$ cat config.mk
export PLATFORM = sky130hd
export DESIGN_NAME = png_stored_deflate_writer_flat
export DESIGN_NICKNAME = d
export VERILOG_FILES = /design/src/hw/rtl/psdw_pkg.sv /design/src/hw/rtl/psdw_in_if.sv /design/src/hw/rtl/psdw_out_if.sv /design/src/hw/rtl/psdw_front.sv /design/src/hw/rtl/psdw_queue.sv /design/src/hw/rtl/psdw_back.sv /design/src/hw/rtl/png_stored_deflate_writer.sv /design/src/flat_wrapper.sv
export SDC_FILE = /design/constraint.sdc
export NUM_CORES = 2
export LEC_CHECK = 0
export BUFFER_PORTS_ARGS = -buffer_cell sky130_fd_sc_hd__buf_4
export CAP_MARGIN = 15
export CELL_PAD_IN_SITES_DETAIL_PLACEMENT = 1
export CELL_PAD_IN_SITES_GLOBAL_PLACEMENT = 1
export CORE_MARGIN = 4
export CORE_UTILIZATION = 45
export CTS_CLUSTER_SIZE = 24
export DETAILED_ROUTE_END_ITERATION = 7
export GPL_ROUTABILITY_DRIVEN = 0
export PLACE_DENSITY = 0.8
export SLEW_MARGIN = 30
export SYNTH_ARGS = -nofsm -noshare
export SYNTH_HDL_FRONTEND = slang
export SYNTH_SLANG_ARGS = --single-unit
$ cat constraint.sdc
create_clock -name clk -period 10.4 [get_ports clk]
set_input_delay 1.04 -clock clk [delete_from_list [all_inputs] [get_ports clk]]
set_output_delay 1.04 -clock clk [all_outputs]
set_load 0.005 [all_outputs]
$ cat src/hw/rtl/psdw_pkg.sv
// Shared types and constants for the PNG stored-deflate writer.
// No dependencies; the front end, queue, back end, writer top and testbench import it.
`timescale 1ns / 1ps
package psdw_pkg;

  // Byte positions in the output script of one item
  localparam logic [6:0] SEG_HDR  = 7'd0;   // signature, IHDR, IDAT head, zlib head
  localparam logic [6:0] IX_IHDR  = 7'd12;  // first byte of the IHDR type
  localparam logic [6:0] IX_IDAT  = 7'd37;  // first byte of the IDAT type
  localparam logic [6:0] SEG_ROW  = 7'd43;  // stored-block header and filter byte
  localparam logic [6:0] SEG_SMP  = 7'd49;  // the sample itself
  localparam logic [6:0] SEG_TAIL = 7'd50;  // Adler, IDAT CRC, IEND chunk
  localparam logic [6:0] IX_IEND  = 7'd62;  // first byte of the IEND type
  localparam logic [6:0] SEG_END  = 7'd69;  // final byte of the file

  localparam logic [31:0] CRC_POLY  = 32'hedb88320;
  localparam logic [31:0] CRC_INIT  = 32'hffffffff;
  localparam logic [16:0] ADLER_MOD = 17'd65521;

  // Config register indexes
  localparam logic [1:0] REG_WIDTH    = 2'd0;
  localparam logic [1:0] REG_HEIGHT   = 2'd1;
  localparam logic [1:0] REG_CHANNELS = 2'd2;
  localparam logic [1:0] REG_UNUSED   = 2'd3;

  // Image phases
  localparam logic [1:0] PH_IDLE = 2'd0;
  localparam logic [1:0] PH_DATA = 2'd1;
  localparam logic [1:0] PH_TAIL = 2'd2;
  localparam logic [1:0] PH_DONE = 2'd3;

  // Image settings seen by the back end
  typedef struct packed {
    logic [13:0] width;
    logic [14:0] height;
    logic [2:0]  ctype;
    logic [15:0] row_bytes;
  } cfg_t;

  // One classified input item
  typedef struct packed {
    logic       hdr;
    logic       row;
    logic       bfinal;
    logic       smp;
    logic       tail;
    logic [7:0] data;
  } job_t;

  // Reflected CRC-32 over one byte
  function automatic logic [31:0] crc8(input logic [31:0] crc_in, input logic [7:0] b);
    logic [31:0] c;
    c = crc_in ^ {24'd0, b};
    for (int i = 0; i < 8; i++) begin
      c = (c >> 1) ^ (CRC_POLY & {32{c[0]}});
    end
    return c;
  endfunction

endpackage

$ cat src/hw/rtl/psdw_in_if.sv
// Sample input channel: valid/ready handshake with one 8-bit sample.
// Depends on nothing.
`timescale 1ns / 1ps
interface psdw_in_if;
  logic       valid;
  logic       ready;
  logic [7:0] pixel_byte;

  modport source (output valid, output pixel_byte, input ready);
  modport sink (input valid, input pixel_byte, output ready);
endinterface

$ cat src/hw/rtl/psdw_out_if.sv
// Byte output channel: valid/ready handshake with file byte and markers.
// Depends on nothing.
`timescale 1ns / 1ps
interface psdw_out_if;
  logic       valid;
  logic       ready;
  logic [7:0] out_byte;
  logic       last_of_run;
  logic       end_of_image;

  modport source (output valid, output out_byte, output last_of_run,
                  output end_of_image, input ready);
  modport sink (input valid, input out_byte, input last_of_run,
                input end_of_image, output ready);
endinterface

$ cat src/hw/rtl/psdw_front.sv
// Front end: config registers, image position tracking, item classification.
// Depends on psdw_pkg and psdw_in_if.
`timescale 1ns / 1ps
module psdw_front
  import psdw_pkg::*;
(
  input  logic        clk,
  input  logic        rst_n,
  psdw_in_if.sink     in_if,
  input  logic        cfg_we,
  input  logic [1:0]  cfg_index,
  input  logic [14:0] cfg_data,
  input  logic        q_full,
  output logic        q_push,
  output job_t        q_job,
  output cfg_t        cfg
);

  logic [1:0]  phase_r, phase_nxt;
  logic [15:0] col_r, col_nxt;
  logic [14:0] row_r, row_nxt;
  logic [13:0] width_r;
  logic [14:0] height_r;
  logic [2:0]  chan_r;
  logic [15:0] rb_r;

  logic        acc;
  logic        cfg_ok;
  logic [15:0] col_eff, col_inc;
  logic [14:0] row_eff, row_inc;
  logic [13:0] w_new;
  logic [14:0] h_new;
  logic [2:0]  ch_new;
  logic [2:0]  ctype;

  // Accept whenever the queue has room; finished images drop samples
  assign in_if.ready = !q_full;
  assign acc = in_if.valid && in_if.ready;
  assign cfg_ok = cfg_we && (phase_r == PH_IDLE || phase_r == PH_DONE);

  // Clamp register writes to usable values
  assign w_new  = (cfg_data[13:0] == 14'd0) ? 14'd1 : cfg_data[13:0];
  assign h_new  = (cfg_data[14:0] == 15'd0) ? 15'd1 : cfg_data[14:0];
  assign ch_new = (cfg_data[2:0] == 3'd0) ? 3'd1 :
                  (cfg_data[2:0] > 3'd4) ? 3'd4 : cfg_data[2:0];

  // Map channel count to PNG color type
  always_comb begin
    unique case (chan_r)
      3'd1:    ctype = 3'd0;
      3'd2:    ctype = 3'd4;
      3'd3:    ctype = 3'd2;
      default: ctype = 3'd6;
    endcase
  end

  assign cfg.width     = width_r;
  assign cfg.height    = height_r;
  assign cfg.ctype     = ctype;
  assign cfg.row_bytes = rb_r;

  // Classify the item and advance the image position
  always_comb begin
    col_eff = (phase_r == PH_IDLE) ? 16'd0 : col_r;
    row_eff = (phase_r == PH_IDLE) ? 15'd0 : row_r;
    col_inc = col_eff + 16'd1;
    row_inc = row_eff + 15'd1;

    q_job.hdr    = (phase_r == PH_IDLE);
    q_job.row    = (phase_r != PH_TAIL) && (col_eff == 16'd0);
    q_job.bfinal = (row_inc >= height_r);
    q_job.smp    = (phase_r != PH_TAIL);
    q_job.tail   = (phase_r == PH_TAIL);
    q_job.data   = in_if.pixel_byte;

    phase_nxt = phase_r;
    col_nxt   = col_r;
    row_nxt   = row_r;
    q_push    = acc && (phase_r != PH_DONE);

    if (acc) begin
      if (phase_r == PH_TAIL) begin
        phase_nxt = PH_DONE;
      end else if (phase_r != PH_DONE) begin
        phase_nxt = PH_DATA;
        col_nxt   = col_inc;
        row_nxt   = row_eff;
        if (col_inc >= rb_r) begin
          col_nxt = 16'd0;
          row_nxt = row_inc;
          if (row_inc >= height_r) begin
            // header and trailer do not fit in one burst: defer the trailer
            if (phase_r == PH_IDLE) begin
              phase_nxt = PH_TAIL;
            end else begin
              q_job.tail = 1'b1;
              phase_nxt  = PH_DONE;
            end
          end
        end
      end
    end

    // A register write while stopped arms a new image
    if (cfg_ok && cfg_index != REG_UNUSED) phase_nxt = PH_IDLE;
  end

  // Hold position and config
  always_ff @(posedge clk) begin
    if (!rst_n) begin
      phase_r  <= PH_IDLE;
      col_r    <= 16'd0;
      row_r    <= 15'd0;
      width_r  <= 14'd1;
      height_r <= 15'd1;
      chan_r   <= 3'd3;
      rb_r     <= 16'd3;
    end else begin
      phase_r <= phase_nxt;
      col_r   <= col_nxt;
      row_r   <= row_nxt;
      if (cfg_ok) begin
        unique case (cfg_index)
          REG_WIDTH: begin
            width_r <= w_new;
            rb_r    <= 16'(w_new * chan_r);
          end
          REG_HEIGHT: begin
            height_r <= h_new;
          end
          REG_CHANNELS: begin
            chan_r <= ch_new;
            rb_r   <= 16'(width_r * ch_new);
          end
          default: ;
        endcase
      end
    end
  end

endmodule

$ cat src/hw/rtl/psdw_queue.sv
// Two-entry job queue between the front and back ends.
// Depends on psdw_pkg.
`timescale 1ns / 1ps
module psdw_queue
  import psdw_pkg::*;
(
  input  logic clk,
  input  logic rst_n,
  input  logic push,
  input  job_t wdata,
  input  logic pop,
  output job_t rdata,
  output logic full,
  output logic empty
);

  job_t       mem_r [2];
  logic       wp_r;
  logic       rp_r;
  logic [1:0] cnt_r;

  assign full  = (cnt_r == 2'd2);
  assign empty = (cnt_r == 2'd0);
  assign rdata = mem_r[rp_r];

  // Store on push
  always_ff @(posedge clk) begin
    if (push) begin
      mem_r[wp_r] <= wdata;
    end
  end

  // Advance pointers and count
  always_ff @(posedge clk) begin
    if (!rst_n) begin
      wp_r  <= 1'b0;
      rp_r  <= 1'b0;
      cnt_r <= 2'd0;
    end else begin
      if (push) wp_r <= !wp_r;
      if (pop) rp_r <= !rp_r;
      cnt_r <= cnt_r + {1'b0, push} - {1'b0, pop};
    end
  end

  a_no_overflow: assert property (@(posedge clk) disable iff (!rst_n) !(push && full))
    else $error("queue push while full");
  a_no_underflow: assert property (@(posedge clk) disable iff (!rst_n) !(pop && empty))
    else $error("queue pop while empty");

endmodule

$ cat src/hw/rtl/psdw_back.sv
// Back end: byte sequencer with chunk CRC, Adler-32 and output register.
// Depends on psdw_pkg and psdw_out_if.
`timescale 1ns / 1ps
module psdw_back
  import psdw_pkg::*;
(
  input  logic       clk,
  input  logic       rst_n,
  input  cfg_t       cfg,
  input  logic       q_empty,
  input  job_t       q_head,
  output logic       q_pop,
  psdw_out_if.source out_if
);

  logic [6:0]  idx_r;
  logic        active_r;
  logic [31:0] crc_r;
  logic [15:0] alo_r, ahi_r;
  logic [31:0] idat_r;
  logic        ov_r;
  logic [7:0]  ob_r;
  logic        olast_r, oeoi_r;

  logic [6:0]  cur;
  logic        adv;
  logic        last;
  logic [7:0]  b;
  logic        crc_en, crc_rst, adl_en;
  logic [31:0] ncrc;
  logic [15:0] len, nlen;
  logic [16:0] lo_s, hi_s;
  logic [15:0] lo_n, hi_n;

  // Current script position: resume or start a fresh job
  always_comb begin
    if (active_r) cur = idx_r;
    else if (q_head.hdr) cur = SEG_HDR;
    else if (q_head.row) cur = SEG_ROW;
    else if (q_head.smp) cur = SEG_SMP;
    else cur = SEG_TAIL;
  end

  assign adv   = !q_empty && (!ov_r || out_if.ready);
  assign last  = (cur == SEG_SMP && !q_head.tail) || (cur == SEG_END);
  assign q_pop = adv && last;
  assign len   = cfg.row_bytes + 16'd1;
  assign nlen  = ~len;
  assign ncrc  = ~crc_r;

  // Select the byte and its checksum coverage
  always_comb begin
    b = 8'h00;
    case (cur)
      7'd0:  b = 8'h89;
      7'd1:  b = 8'h50;
      7'd2:  b = 8'h4e;
      7'd3:  b = 8'h47;
      7'd4:  b = 8'h0d;
      7'd5:  b = 8'h0a;
      7'd6:  b = 8'h1a;
      7'd7:  b = 8'h0a;
      7'd11: b = 8'h0d;
      7'd12: b = 8'h49;
      7'd13: b = 8'h48;
      7'd14: b = 8'h44;
      7'd15: b = 8'h52;
      7'd18: b = {2'b00, cfg.width[13:8]};
      7'd19: b = cfg.width[7:0];
      7'd22: b = {1'b0, cfg.height[14:8]};
      7'd23: b = cfg.height[7:0];
      7'd24: b = 8'h08;
      7'd25: b = {5'd0, cfg.ctype};
      7'd29, 7'd54, 7'd66: b = ncrc[31:24];
      7'd30, 7'd55, 7'd67: b = ncrc[23:16];
      7'd31, 7'd56, 7'd68: b = ncrc[15:8];
      7'd32, 7'd57, 7'd69: b = ncrc[7:0];
      7'd33: b = idat_r[31:24];
      7'd34: b = idat_r[23:16];
      7'd35: b = idat_r[15:8];
      7'd36: b = idat_r[7:0];
      7'd37: b = 8'h49;
      7'd38: b = 8'h44;
      7'd39: b = 8'h41;
      7'd40: b = 8'h54;
      7'd41: b = 8'h78;
      7'd42: b = 8'h01;
      7'd43: b = {7'd0, q_head.bfinal};
      7'd44: b = len[7:0];
      7'd45: b = len[15:8];
      7'd46: b = nlen[7:0];
      7'd47: b = nlen[15:8];
      7'd49: b = q_head.data;
      7'd50: b = ahi_r[15:8];
      7'd51: b = ahi_r[7:0];
      7'd52: b = alo_r[15:8];
      7'd53: b = alo_r[7:0];
      7'd62: b = 8'h49;
      7'd63: b = 8'h45;
      7'd64: b = 8'h4e;
      7'd65: b = 8'h44;
      default: b = 8'h00;
    endcase
    crc_en  = (cur >= IX_IHDR && cur <= 7'd28) || (cur >= IX_IDAT && cur <= 7'd53) ||
              (cur >= IX_IEND && cur <= 7'd65);
    crc_rst = (cur == IX_IHDR) || (cur == IX_IDAT) || (cur == IX_IEND);
    adl_en  = (cur == SEG_ROW + 7'd5) || (cur == SEG_SMP);
  end

  // Adler-32 step over the data byte
  always_comb begin
    lo_s = {1'b0, alo_r} + {9'd0, b};
    lo_n = (lo_s >= ADLER_MOD) ? 16'(lo_s - ADLER_MOD) : lo_s[15:0];
    hi_s = {1'b0, ahi_r} + {1'b0, lo_n};
    hi_n = (hi_s >= ADLER_MOD) ? 16'(hi_s - ADLER_MOD) : hi_s[15:0];
  end

  // Precompute IDAT length from the settled config
  always_ff @(posedge clk) begin
    idat_r <= 32'(cfg.height) * 32'({1'b0, cfg.row_bytes} + 17'd6) + 32'd6;
  end

  // Advance the script, checksums and output register
  always_ff @(posedge clk) begin
    if (!rst_n) begin
      idx_r    <= SEG_HDR;
      active_r <= 1'b0;
      crc_r    <= CRC_INIT;
      alo_r    <= 16'd1;
      ahi_r    <= 16'd0;
      ov_r     <= 1'b0;
    end else if (adv) begin
      ov_r    <= 1'b1;
      ob_r    <= b;
      olast_r <= last;
      oeoi_r  <= (cur == SEG_END);
      if (cur == SEG_END) crc_r <= CRC_INIT;
      else if (crc_en) crc_r <= crc8(crc_rst ? CRC_INIT : crc_r, b);
      if (cur == SEG_HDR) begin
        alo_r <= 16'd1;
        ahi_r <= 16'd0;
      end else if (adl_en) begin
        alo_r <= lo_n;
        ahi_r <= hi_n;
      end
      if (last) begin
        active_r <= 1'b0;
      end else begin
        idx_r    <= cur + 7'd1;
        active_r <= 1'b1;
      end
    end else if (out_if.ready) begin
      ov_r <= 1'b0;
    end
  end

  assign out_if.valid        = ov_r;
  assign out_if.out_byte     = ob_r;
  assign out_if.last_of_run  = olast_r;
  assign out_if.end_of_image = oeoi_r;

  a_eoi_ends_run: assert property (@(posedge clk) disable iff (!rst_n)
      ov_r && oeoi_r |-> olast_r)
    else $error("end of image without end of run");
  a_active_mid_job: assert property (@(posedge clk) disable iff (!rst_n)
      active_r |-> !q_empty)
    else $error("job in progress with empty queue");

endmodule

$ cat src/hw/rtl/png_stored_deflate_writer.sv
// PNG stored-deflate writer: Each accepted 8-bit sample yields its share of an
// uncompressed PNG file, one byte per cycle on the output channel while the
// receiver is ready: one byte for an ordinary sample, seven at the start of a
// row, fifty for the first sample of an image, and twenty more for the trailer
// after the last sample. Samples are taken one per cycle while the two-entry job
// queue has room; the output byte sequencer, one byte per clock while the
// receiver is ready, sets the throughput. Config writes are taken only before an
// image starts or after it ends; each one to a used register arms a new image.
// Depends on psdw_pkg, psdw_in_if, psdw_out_if, psdw_front, psdw_queue, psdw_back.
`timescale 1ns / 1ps
module png_stored_deflate_writer
  import psdw_pkg::*;
(
  input  logic        clk,
  input  logic        rst_n,
  psdw_in_if.sink     in_if,
  psdw_out_if.source  out_if,
  input  logic        cfg_we,
  input  logic [1:0]  cfg_index,
  input  logic [14:0] cfg_data
);

  logic q_push, q_pop, q_full, q_empty;
  job_t q_wjob, q_rjob;
  cfg_t cfg;

  psdw_front u_front (
    .clk       (clk),
    .rst_n     (rst_n),
    .in_if     (in_if),
    .cfg_we    (cfg_we),
    .cfg_index (cfg_index),
    .cfg_data  (cfg_data),
    .q_full    (q_full),
    .q_push    (q_push),
    .q_job     (q_wjob),
    .cfg       (cfg)
  );

  psdw_queue u_queue (
    .clk   (clk),
    .rst_n (rst_n),
    .push  (q_push),
    .wdata (q_wjob),
    .pop   (q_pop),
    .rdata (q_rjob),
    .full  (q_full),
    .empty (q_empty)
  );

  psdw_back u_back (
    .clk     (clk),
    .rst_n   (rst_n),
    .cfg     (cfg),
    .q_empty (q_empty),
    .q_head  (q_rjob),
    .q_pop   (q_pop),
    .out_if  (out_if)
  );

endmodule

$ cat src/flat_wrapper.sv
// flat-port wrapper written by rule: the top's interface ports become plain ports
module png_stored_deflate_writer_flat import psdw_pkg::*;
  (clk, rst_n, cfg_we, cfg_index, cfg_data, in_if_valid, in_if_pixel_byte, in_if_ready, out_if_valid, out_if_out_byte, out_if_last_of_run, out_if_end_of_image, out_if_ready);
  psdw_in_if in_if_i ();
  psdw_out_if out_if_i ();
  input  logic clk;
  input  logic rst_n;
  input  logic cfg_we;
  input  logic [1:0] cfg_index;
  input  logic [14:0] cfg_data;
  input wire logic [$bits(in_if_i.valid)-1:0] in_if_valid;
  input wire logic [$bits(in_if_i.pixel_byte)-1:0] in_if_pixel_byte;
  output wire logic [$bits(in_if_i.ready)-1:0] in_if_ready;
  output wire logic [$bits(out_if_i.valid)-1:0] out_if_valid;
  output wire logic [$bits(out_if_i.out_byte)-1:0] out_if_out_byte;
  output wire logic [$bits(out_if_i.last_of_run)-1:0] out_if_last_of_run;
  output wire logic [$bits(out_if_i.end_of_image)-1:0] out_if_end_of_image;
  input wire logic [$bits(out_if_i.ready)-1:0] out_if_ready;
  assign in_if_i.valid = in_if_valid;
  assign in_if_i.pixel_byte = in_if_pixel_byte;
  assign in_if_ready = in_if_i.ready;
  assign out_if_valid = out_if_i.valid;
  assign out_if_out_byte = out_if_i.out_byte;
  assign out_if_last_of_run = out_if_i.last_of_run;
  assign out_if_end_of_image = out_if_i.end_of_image;
  assign out_if_i.ready = out_if_ready;
  png_stored_deflate_writer u_core (.clk(clk), .rst_n(rst_n), .in_if(in_if_i), .out_if(out_if_i), .cfg_we(cfg_we), .cfg_index(cfg_index), .cfg_data(cfg_data));
endmodule
== Yosys cells after proc, flatten, opt, wreduce, memory -nomap -nowiden ==
Memories as Yosys holds them, arrays and structs flattened. A register that Yosys moved wholly into a read port is not among the register bits.
Cells that the tools add are included.

* Output and inout bits: 12
* Bits in registers: 200
* Bits of input ports: 30
* Memory bits (writable): 26
* Memories kept: 1

* Bitwise operators: 14
* Equal/unequal tests: 66
* Multiply operators: 3
* Reduce and logical (&&, ||, !) cells: 58
* $lt $le $gt $ge: 11
* Add/sub/neg operators: 12
* Multiplexer cells: 42

{| class="wikitable"
|+ Memories
! name !! depth !! width !! read ports !! clocked after Yosys merged registers in !! wr ports !! RTL line !! source
|-
| u_core.u_queue.mem_r || 2 || 13 || 1 || 1 || 1 || psdw_queue.sv:17 || <nowiki>job_t mem_r [2];</nowiki>
|}

{| class="wikitable"
|+ Operators by type and width
! cell !! count
|-
| $pmux W8 S40 || 1
|-
| $xor A31 B32 Y32 || 8
|-
| $eq A7 B6 Y1 const B || 28
|-
| $mux W16 || 8
|-
| $mux W32 || 3
|-
| $eq A7 B5 Y1 const B || 9
|-
| $mux W15 || 3
|-
| $eq A7 B7 Y1 const B || 6
|-
| $eq A7 B4 Y1 const B || 5
|-
| $ge A17 B16 Y1 const B || 2
|-
| $add A16 B1 Y16 const B || 2
|-
| $add A32 B3 Y32 const B || 1
|-
| $mul A14 B3 Y16 || 2
|-
| $mul A15 B17 Y32 || 1
|-
| $not A32 Y32 || 1
|-
| $pmux W16 S2 || 1
|-
| $sub A16 B16 Y16 const B || 2
|-
| $xor A32 B8 Y32 || 1
|-
| $eq A7 B3 Y1 const B || 4
|-
| $mux W7 || 3
|-
| $reduce_and A2 Y1 || 9
|-
| $reduce_or A3 Y1 || 6
|-
| $add A16 B16 Y17 || 1
|-
| $add A16 B3 Y17 const B || 1
|-
| other kinds (39) || 98
|}

== Depth between registers and ports, before layout ==
* Depth in word-level cells: 19
* Gate-level depth with buffers: 42
* Mapped depth without buffers: 38

== Cells and area by module ==
A second synthesis with hierarchy kept.

* Cell total of the unflattened synthesis: 3097
* Area total of the unflattened synthesis: 25623.3 µm²

{| class="wikitable"
|+ By module, submodules not included
! module !! seq. area each (µm²) !! instances !! area an instance (µm²) !! cells an instance
|-
| psdw_back || 2402.3 || 1 || 17309.1 || 2054
|-
| psdw_front || 1621.6 || 1 || 7113.1 || 982
|-
| psdw_queue || 880.8 || 1 || 1201.2 || 61
|}

== Least setup slack after synthesis ==
No wires, ideal clock.

* Path kind: register -> register
* From: register with a tool-made name
* To: register u_core.u_back.ahi_r[10]
* Required time: 10338 ps
* Period minus slack after synthesis: 9541 ps
* Library setup time: 62 ps
* Buffers on the path: 3
* Setup slack: 859 ps
* Arrival: 9479 ps
* Cell stages (with the launch flop): 39
* Path through: dfxtp_1 buf_6 clkbuf_1 nand3b_1 a32oi_1 inv_1 ha_1 and3_1 clkbuf_1 a211o_1 a221oi_1 a21oi_1 or4_4 ha_1 fa_1 a21o_1 a21oi_1 o21bai_1 [3 not listed] o21ai_0 a2111oi_0 a21oi_1 mux2i_1 inv_1 ha_1 a21o_1 a21oi_1 o21bai_1 a2111oi_0 o211ai_1 a31o_2 a21oi_1 xnor2_1 and4_1 a21oi_1 or4b_2 nand3_1

{| class="wikitable"
|+ RTL lines
! item !! RTL line !! source
|-
| to (signal assigned) || psdw_back.sv:144 || <nowiki>ahi_r <= hi_n;</nowiki>
|-
| to (decl) || psdw_back.sv:19 || <nowiki>logic [15:0] alo_r, ahi_r;</nowiki>
|}

==> impl_metrics.csv <==
group,metric,value,unit
synthesis,synth_edf_count,36,
worst_setup_path,end_kind,"flop",
cells_and_area,finish.instance_area,0.0272,sq mm
clock_network,root_buffer,"clkbuf_16",
synthesis,yosys_warnings,0,
worst_setup_path,slowest_stage,"or4b_2",
cells_and_area,mostFrequentLayoutCell,"nand2_1",
die,io_pins,42,
synthesis,synth_area_per_cell,8.21,sq um
clock_network,cts_tree,"done",
clock_network,clock-sinks,227,
synthesis,synth_compound_area_frac,0.149,
global_routing,grt.busiest_layer,"met2",
clock_network,cts_buffers,27,
clock_network,cts_hold_buf,0,
placed_design,place_area,0.0261,sq mm
worst_setup_path,reg2regPathDepth,37,
route,antenna_left,0,
sta,fin_worst_skew,0.0418,ns
cells_and_area,layout-drive-gt1-share,0.0758,
synthesis,ys_seq_area_frac,0.196,
synthesis,synth_top_family_by_area,"adder cells",
global_routing,antenna_found_initial,2,
worst_setup_path,r2r_end,"u_core.u_back.ahi_r[10]",
cells_and_area,mostFrequentLayoutCells,"nand2_1 (437), inv_1 (324), fa_1 (223), nor2_1 (205), ha_1 (199)",
run_status,status,"finished, final reports clean",
global_routing,use_met3,0.0583,
global_routing,grt_max_degree,56,
synthesis,syn_nets,3502,
synthesis,async_flop_share,0,
sta,maxSlewViolCount,0,
synthesis,yosys.area.top_type,"fa_1",
worst_setup_path,path_max_fanout,9,
sta,period_needed,10.05,ns
global_routing,overflow,0,
die,rows,86,
power_and_ir_drop,clock_power_share,0.245,
sta,setup_viol,0,
clock_network,cts_max_level,1,
clock_network,cts_buffer_depth,3,
worst_setup_path,start_kind,"flop",
die,die_w,244,microns
clock_network,clock_latency,0.60,ns
power_and_ir_drop,finalPower,0.00391,W
cells_and_area,final_util,0.494,
run,cap_violations,0,
route,drtPass1Iterations,5,
worst_setup_path,arrival,10.59,ns
route,routed_wl,89.7,mm
power_and_ir_drop,p_leak,11.8,nW
cells_and_area,syn2layout_area_growth,8.88,%
power_and_ir_drop,p_int,0.00225,W
clock_network,clkSlewWorstSetupHoldPaths,0.06,ns
synthesis,synthSimpleGateAreaFrac,0.211,
min_path,min_from,"u_core.u_front.col_r[1]",
route,wl_per_cell,23.6,microns
power_and_ir_drop,p_sw,0.00165,W
sta,tns,0,ns
power_and_ir_drop,p_comb_frac,0.475,
placed_design,port_buffers,41,
sta,tightest_slew,1.01,ns
worst_setup_path,path_common_cell,"a21oi_1",
worst_setup_path,slowest_delay,0.66,ns
synthesis,synthCells,3047,
global_routing,grt_pass1_wl,141,mm
die,die_h,244,microns
sta,fmax,99.5,MHz
route,drc,0,
synthesis,synth.distinct_cells,97,
global_routing,met2_usage,0.493,
synthesis,ys_seq_elements,227,
die,core-area,0.0551,sq mm
synthesis,ys_top_cells_by_area,"fa_1 (18%), dfxtp_1 (15%), ha_1 (10%)",
cells_and_area,n_antenna_cell,0,
global_routing,track_usage,0.295,
route,drt_iter0_markers,1845,
worst_setup_path,required,10.94,ns
sta,slew_headroom,0.328,
cells_and_area,nets,3482,
route,vias,23000,
sta,hold_viol,0,
synthesis,synth_mux_area_frac,0.0122,
worst_setup_path,path_class,"reg2reg",
synthesis,synth_top_cell_area_share,0.179,
placed_design,hpwlAfterDp,68.9,mm
synthesis,syn_area,0.0250,sq mm
sta,period_share,0.966,
power_and_ir_drop,sw_frac_of_total,0.423,
synthesis,synthAdderAreaFrac,0.280,
worst_setup_path,ff2ff_setup_slack,0.35,ns
global_routing,grt_pass1_vias,25000,
die,initial_core_util,0.454,
global_routing,gr-usage-met1,0.374,
power_and_ir_drop,powerDensity,144,mW/mm^2
synthesis,synth_xor_area_frac,0.0778,
route,via_per_inst,6.07,
power_and_ir_drop,power_frac_seq,0.280,
synthesis,synthFlopType,"dfxtp_1",
power_and_ir_drop,peakVddDrop,0.127,mV
min_path,min_path_cells,2,
min_path,min_to,"u_core.u_front.col_r[1]",
min_path,hold_path.class,"reg2reg",
die,die_area,0.0594,sq mm
cells in the mapped netlist (7+ instances only):
cell and number:
a2111oi_0 9, a211oi_1 21, a21boi_0 13, a21o_1 29, a21oi_1 176, a221oi_1 13, a22o_1 14, a22oi_1 10
a31oi_1 14, a32o_1 12, a32oi_1 10, and2_1 103, and3_1 30, buf_1 7, clkbuf_1 135, dfxtp_1 191
edfxtp_1 36, fa_1 223, ha_1 202, inv_1 324, mux2i_1 22, nand2_1 437, nand2b_1 42, nand3_1 100
nand4_1 22, nor2_1 211, nor2b_1 30, nor3_1 52, nor3b_1 10, nor4_1 19, o21a_1 13, o21ai_0 94
o21bai_1 15, o221ai_1 9, o22ai_1 26, o31ai_1 8, or2_2 7, or3_1 20, or4_1 9, xnor2_1 146
xor2_1 51
critical path: cells and delay by family, from the launching register on:
family                     cells  cell delay (ns)
buffers and inverters          2             0.26
DFF                            1             0.47
xor gates and xnor gates       2             0.55
muxes                          1             0.39
and+or+nand+nor                9             2.45
adders and majority gates      5             1.60
AOI/OAI and AO/OA             18             4.24
worst max path at each step:
stage	endpoint	slack, ns	depth (start not counted)
CTS	u_core.u_back.ahi_r[10]	0.05	36
global placement	u_core.u_back.ahi_r[10]	-0.21	36
global route	u_core.u_back.ahi_r[10]	-0.09	37
floorplan	u_core.u_back.ahi_r[10]	0.86	38
finish	u_core.u_back.ahi_r[10]	0.35	37
detailed placement	u_core.u_back.ahi_r[10]	-0.73	36
metal layers:
layer | part of all wire | vias up
met5 | 0.00030 | -
met4 | 0.054 | 4
met3 | 0.075 | 317
met2 | 0.47 | 960
met1 | 0.40 | 11600
li1 | - | 10200
cell type report:
type / count / area (sq um)
fillers: 6633 / 27900
repair buffers: 103 / 773
clock inverters: 12 / 86.3
multi-input cells: 2341 / 18500
clock buffers: 37 / 774
inverters: 327 / 1230
well taps: 748 / 936
flip-flops and latches: 227 / 4900
registers in the layout, indices dropped and copies added, names as in the netlist, 14 cells and up, named ones only:
name and count:
u_core.u_back.alo_r 16, u_core.u_front.rb_r 16, u_core.u_front.row_r 15, u_core.u_queue.mem_r 26, u_core.u_front.height_r 15, u_core.u_front.col_r 16, u_core.u_back.crc_r 32, u_core.u_back.ahi_r 16
u_core.u_front.width_r 14, u_core.u_back.idat_r 32
cell families after synthesis:
group / count (synthesis)
AO/OA/AOI/OAI: 561
adder cells (fa/ha/maj): 425
multiplexers: 29
XOR/XNOR: 208
AND/OR/NAND/NOR: 1118
buffers and inverters: 479
flip-flops: 227
timing repair:
| action | in CTS | in global routing |
|---|---|---|
| pin swaps | 1 | 4 |
| setup buffers | 1 | 5 |
| setup endpoints to repair | 16 | 16 |
| resized for setup | 11 | 22 |
| hold endpoints to repair | 0 | 0 |
per-stage QoR:
step | setup WS (ns) | std cells | hold WS [ns]
final | 0.350 | 3795 | 0.479
after CTS | 0.0481 | 3790 | 0.482
after floorplan | 0.859 | 3047 | 0.440
after detailed placement | -0.733 | 3740 | 0.474
after global routing | -0.0867 | 3795 | 0.515
after global placement | -0.213 | 3740 | 0.450
power groups by stage:
stage	combinational [W]	clock, W	sequential (W)
6_report	0.00186	0.000957	0.00110
3_5_place_dp	0.00179	0	0.00111
5_1_grt	0.00200	0.000999	0.00110
3_3_place_gp	0.00171	0	0.00111
2_1_floorplan	0.00134	0	0.00105
4_1_cts	0.00182	0.000969	0.00109
(Power assumes the default switching activity.)
